## src/tfn_pkg.sv

```systemverilog
`timescale 1ns / 1ps
`default_nettype none
package tfn_pkg;

  localparam int CoordW  = 16;
  localparam int NormW   = 16;
  localparam int MagW    = 31;
  localparam int SumW    = 64;
  localparam int RootW   = 32;
  localparam int QuotW   = 15;
  localparam int UnitOne = 16384;

  typedef struct packed {
    logic signed [CoordW-1:0] a_x;
    logic signed [CoordW-1:0] a_y;
    logic signed [CoordW-1:0] a_z;
    logic signed [CoordW-1:0] b_x;
    logic signed [CoordW-1:0] b_y;
    logic signed [CoordW-1:0] b_z;
    logic signed [CoordW-1:0] c_x;
    logic signed [CoordW-1:0] c_y;
    logic signed [CoordW-1:0] c_z;
  } face_t;

  typedef struct packed {
    logic signed [NormW-1:0] normal_x;
    logic signed [NormW-1:0] normal_y;
    logic signed [NormW-1:0] normal_z;
    logic                    degenerate;
  } normal_t;

endpackage
`default_nettype wire

```

## src/tfn_sqrt.sv

```systemverilog
`timescale 1ns / 1ps
`default_nettype none
module tfn_sqrt #(
  parameter int SIDE_W = 4
) (
  input  wire logic                       clk,
  input  wire logic                       rst,
  input  wire logic                       adv,
  input  wire logic                       in_vld,
  input  wire logic [tfn_pkg::SumW-1:0]   s,
  input  wire logic [SIDE_W-1:0]          side_in,
  output logic                            out_vld,
  output logic [tfn_pkg::RootW-1:0]       root,
  output logic [SIDE_W-1:0]               side_out
);
  localparam int N = tfn_pkg::RootW;
  localparam int W = tfn_pkg::SumW;

  logic [W-1:0]      rem  [0:N];
  logic [N-1:0]      rt   [0:N];
  logic [SIDE_W-1:0] side [0:N];
  logic [N:0]        vld;

  assign rem[0]  = s;
  assign rt[0]   = '0;
  assign side[0] = side_in;
  assign vld[0]  = in_vld;

  // one root bit per stage, most significant first
  for (genvar j = 0; j < N; j++) begin : g_st
    localparam int K = N - 1 - j;
    logic [W+1:0] t;
    assign t = ({{(W+2-N){1'b0}}, rt[j]} << (K + 1)) | ((W+2)'(1) << (2 * K));

    always_ff @(posedge clk) begin
      if (rst) begin
        vld[j+1] <= 1'b0;
      end else if (adv) begin
        vld[j+1] <= vld[j];
      end
    end

    always_ff @(posedge clk) begin
      if (adv) begin
        side[j+1] <= side[j];
        if ({2'b00, rem[j]} >= t) begin
          rem[j+1] <= rem[j] - t[W-1:0];
          rt[j+1]  <= rt[j] | (N'(1) << K);
        end else begin
          rem[j+1] <= rem[j];
          rt[j+1]  <= rt[j];
        end
      end
    end
  end

  assign out_vld  = vld[N];
  assign root     = rt[N];
  assign side_out = side[N];
endmodule
`default_nettype wire

```

## config.mk

```make
export PLATFORM = sky130hd
export DESIGN_NAME = tfn_sqrt
export DESIGN_NICKNAME = d
export VERILOG_FILES = /design/src/tfn_pkg.sv /design/src/tfn_sqrt.sv
export SDC_FILE = /design/constraint.sdc
export NUM_CORES = 2
export LEC_CHECK = 0
export ABC_AREA = 0
export BUFFER_PORTS_ARGS = -buffer_cell sky130_fd_sc_hd__buf_2
export CORE_ASPECT_RATIO = 1.2
export CORE_MARGIN = 4
export CORE_UTILIZATION = 40
export DETAILED_ROUTE_END_ITERATION = 10
export GPL_TIMING_DRIVEN = 1
export REMOVE_ABC_BUFFERS = 1
export SYNTH_ARGS = -nofsm -noshare
export SYNTH_HDL_FRONTEND = slang
export SYNTH_SLANG_ARGS = --single-unit
```

## constraint.sdc

```tcl
create_clock -name clk -period 3.3 [get_ports clk]
set_input_delay 0.33 -clock clk [delete_from_list [all_inputs] [get_ports clk]]
set_output_delay 0.33 -clock clk [all_outputs]
set_load 0.01 [all_outputs]
```

* After elaboration in Yosys (flattened, before gate mapping)
Cells that the tools add are included.
W data, S select, Z words.
** Storage, ports and cells
- Register bits after elaboration :: 3168
- Input bits :: 72
** Operators by class
- Add/subtract/negate cells :: 31
- Magnitude comparators :: 32
- Mux-type cells :: 32
** Operators with widths (number)
- $mux W64 :: 31
- $ge A64 B33 Y1 :: 1
- $ge A64 B34 Y1 :: 1
- $ge A64 B35 Y1 :: 1
- $ge A64 B36 Y1 :: 1
- $ge A64 B37 Y1 :: 1
- $ge A64 B38 Y1 :: 1
- $ge A64 B39 Y1 :: 1
- $ge A64 B40 Y1 :: 1
- $ge A64 B41 Y1 :: 1
- $ge A64 B42 Y1 :: 1
- $ge A64 B43 Y1 :: 1
- $ge A64 B44 Y1 :: 1
- $ge A64 B45 Y1 :: 1
- $ge A64 B46 Y1 :: 1
- $ge A64 B47 Y1 :: 1
- $ge A64 B48 Y1 :: 1
- $ge A64 B49 Y1 :: 1
- $ge A64 B50 Y1 :: 1
- $ge A64 B51 Y1 :: 1
- $ge A64 B52 Y1 :: 1
- $ge A64 B53 Y1 :: 1
- $ge A64 B54 Y1 :: 1
- $ge A64 B55 Y1 :: 1
- other kinds (41) :: 41

* Depth between registers and ports, before layout
- Depth after elaboration :: 2
- Gate-level depth with buffers :: 15

* Least setup slack after synthesis
Ideal clock, no wire load.
- Path kind :: reg2reg
- Start :: reg rem[729] in the netlist's numbering
- End :: reg rem[690] in the netlist's numbering (data pin)
- Data arrival time :: 3260 ps
- Data required time :: 3041 ps
- Path slack :: -219 ps
- Cell stages (with the launch flop) :: 13
- Path through :: edfxtp_1 -> ha_1 -> a21o_1 -> a21o_1 -> a21o_1 -> a2111oi_1 -> o221ai_1 -> or4_1 -> buf_2 -> nor4b_1 -> and2_1 -> buf_2 -> xor2_1
** Between the ends
- Cells in the longest elaborated chain, start to end :: 2
** Ends and longest elaborated chain
- start: declaration :: line tfn_sqrt.sv:19 : logic [W-1:0] rem [0:N];
- start signal: indexed assignment :: line tfn_sqrt.sv:47 : rem[j+1] <= rem[j] - t[W-1:0];
- start signal: indexed assignment :: line tfn_sqrt.sv:50 : rem[j+1] <= rem[j];
- $sub A64 B43 Y64 / $ge A64 B43 Y1 (equally long branches) :: line tfn_sqrt.sv:47, tfn_sqrt.sv:46
- $mux W64 (*) :: line tfn_sqrt.sv:46 : if ({2'b00, rem[j]} >= t) begin
Every way passes the cells marked *; elsewhere a longest branch is shown, timed or not.
A chain may end at the register's enable or synchronous reset.

* Worst setup path after layout
- Start :: reg rt (netlist bit g_st[25].t[17])
- End :: reg rem[437] in the netlist's numbering (data pin)
** Between the ends
- Cells in the longest elaborated chain, start to end :: 2
** Ends and longest elaborated chain
- start: declaration :: line tfn_sqrt.sv:20 : logic [N-1:0] rt [0:N];
- start signal: indexed assignment :: line tfn_sqrt.sv:48 : rt[j+1] <= rt[j] | (N'(1) << K);
- start signal: indexed assignment :: line tfn_sqrt.sv:51 : rt[j+1] <= rt[j];
- $sub A64 B39 Y64 / $ge A64 B39 Y1 (equally long branches) :: line tfn_sqrt.sv:47, tfn_sqrt.sv:46
- $mux W64 (*) :: line tfn_sqrt.sv:46
Marked as above.

==> metrics <==
status complete, but fails checks; failing checks negative setup slack; Ports 109; detailed router's first-iteration violation count 4858; clk sink count 2672; vias per cell 5.282; CTS tree done; syn avg cell area 12.87 um2; first-pass GRT wire length 505.3 mm; die height 619.4 um; vias in the first global route 88354; synthesized netlist cell count 9685; pre-CTS setup slack -0.7001 ns; Critical Path RT 3.90 ns; Post-synth EDFFs 2640; H-tree Lvls 5; Setup Crit Path Kind register to register; CTS Root Cell clkbuf_16; largest net degree at the start of global routing 124; initial antenna violation count 9; CTS max path bufs 4; Pwr Total 108.0 mW; max_cap viols 0; non-filler instance count after layout 16246; PwrDens 661.3 nW/um2; final setup violation count 205; Startpoint Class register; initial core utilization 0.4016; Worst Hold Class input port to register; Clk Latency, worst-skew pair 0.89 ns; die footprint 320600 um2; Post-DRT Antenna Nets 0; Cell Area, Synth 124600 um2; worst slew pin tran 1.153 ns; GRT overflow 0; fmax 0.2793 GHz; placed cell count 15302; Synth top area share 0.6362; DP HPWL 252.1 mm; core area 310300 um2; port bufs 108; Worst setup EP type register; DRC Markers 0; gr usage total 0.2024; Yosys warning total 0; GP Congestion 0.9349; count of different cell masters after synthesis 100; Reg clk slew, reported paths 0.06 ns; Fillers 25503; WL final 340.2 mm; Seq/Total Area, Yosys 0.6413; dominant cell type by area after synthesis edfxtp_1; FP Rows 224; RSZ-0062 raised after global routing true; main flop type after synthesis edfxtp_1; peak supply drop 0.5421 mV; Fin. Hold Viols 0; peak fanout along the critical path 5; Slew HR 0.2256; Yosys reg bits 2672; fin util 0.5265; Layout area overhead 31.09%; net count of the finished layout 12555; clk_skew 0.04853 ns; CTS Buf Count 296; share of cells above drive strength 1 0.2947; critical path arrival 4.19 ns; Final Max Tran Viols 0; ys async rst share 0; P_leak 63.71 nW; post-route setup slack -0.2806 ns; Synth area leaders edfxtp_1 64%, ha_1 5.6%, xnor2_1 3.1%; Die Span X 517.5 um; post-layout min period 3.581 ns; via count 85805; final worst path period share 1.085; drt pass-1 iters 6; setup TNS -28.95 ns; drt wl/cell 20.94 um
-- state kept, by name, indices dropped and copies added (netlist names) --
| name | count |
|---|---|
| out_vld | 1 |
| rem | 1984 |
| side_out | 4 |
| root | 32 |
| g_st.t | 496 |
| side | 124 |
| vld | 31 |
-- logic make-up after synthesis --
| logic type | synth area share |
|---|---|
| muxes | 0.01045 |
| buffers and inverters | 0.02727 |
| adders and majority gates | 0.05603 |
| xor gates and xnor gates | 0.06129 |
| DFF | 0.6413 |
| AOI/OAI and AO/OA | 0.08892 |
| and+or+nand+nor | 0.1147 |
-- where the power goes --
part	total, mW	internal [mW]	switching (mW)
Combinational	28.8	14.0	14.8
Clock	32.9	19.3	13.6
Sequential	46.3	42.9	3.41
Total	108	76.2	31.9
-- cells in the final DEF (no fill, tap or decap), types with 75 or more instances in the layout --
master     synthesis  layout
o21ai_0          438     333
a21oi_2            1      75
clkbuf_16          0     312
nor4_1           332     259
nand4_1          133     133
xnor2_1          448     406
edfxtp_1        2640    2640
nor2_1           663     554
nand2_1          609     551
a21oi_1          626     528
o21a_1            90      88
nand3_1          142     116
nand2b_1         104      94
nor3_1           216     154
inv_1            692     664
buf_6              0     125
buf_4              5    1739
xor2_1           424     400
buf_2             18     107
a21o_1           203     203
ha_4               0      84
ha_1             558     466
-- per-layer routing --
metal / vias up / GRT usage / routed length [um]
li1: 40764 / - / -
met5: - / 0 / 20
met1: 42152 / 0.1855 / 111000
met2: 1949 / 0.4130 / 192100
met4: 2 / 0.1300 / 26310
met3: 938 / 0.02360 / 10660
-- cell usage after synthesis, types with 46 or more instances --
cell type	count
ha_1	558
nand2_1	609
a211oi_1	49
nand2b_1	104
mux2_2	81
or3_1	93
and3_1	46
nor2_1	663
nor4b_1	56
o21bai_1	49
or4_1	67
xor2_1	424
nor4_1	332
a21oi_1	626
nor3_1	216
nor2b_1	78
clkbuf_1	166
xnor2_1	448
o21ai_0	438
inv_1	692
a31oi_1	52
edfxtp_1	2640
nand3_1	142
o21a_1	90
nand4_1	133
a21o_1	203
-- final cells by class --
| cell class | instances | area, um2 | area share |
|---|---|---|---|
| clock inverters | 181 | 1931 | 0.01182 |
| well taps | 4068 | 5090 | 0.03116 |
| multi-input cells | 6119 | 48290 | 0.2956 |
| repair buffers | 2142 | 17730 | 0.1085 |
| inverters | 694 | 2605 | 0.01595 |
| flip-flops and latches | 2672 | 79920 | 0.4892 |
| clock buffers | 355 | 7756 | 0.04748 |
| diodes | 15 | 37.54 | 0.0002298 |
-- per-stage QoR --
step | hold WS [ns] | area [um2]
after global routing | 0.1357 | 163400
after CTS | 0.07976 | 158300
after floorplan | 0.4003 | 123800
after detailed placement | 0.4045 | 142400
after global placement | 0.4017 | 142400
final | 0.1574 | 163400
-- worst max-delay path: stages (launching register included) --
cell      delay, ns
edfxtp_1       0.40
inv_2          0.09
ha_4           0.20
buf_6          0.11
a21o_1         0.14
a21o_1         0.21
o41a_1         0.43
a311oi_2       0.35
buf_4          0.19
o21ai_4        0.07
a311oi_2       0.25
buf_4          0.19
nor4_4         0.06
nor3_2         0.20
buf_6          0.18
nand3b_1       0.10
xnor2_1        0.13
-- what timing repair did --
item	in CTS	in global routing
endpoints found under the setup margin	641	698
cloned	14	13
hold endpoints to repair	101	0
hold buffers	74	0
setup buffers	169	200
gates resized for setup	837	770
pin swaps	275	376
-- path summary, 6_finish.rpt --
check | cells after the start | from | slack [ns] | endpoint
setup / recovery | 16 | g_st[25].t[17] | -0.28 | rem[437]
hold / removal | 2 | s[46] | 0.16 | rem[2030]
setup reg to reg | 16 | g_st[25].t[17] | -0.28 | rem[437]
hold reg to reg | 0 | side[38] | 0.41 | side[34]
(Power assumes the default switching activity.)
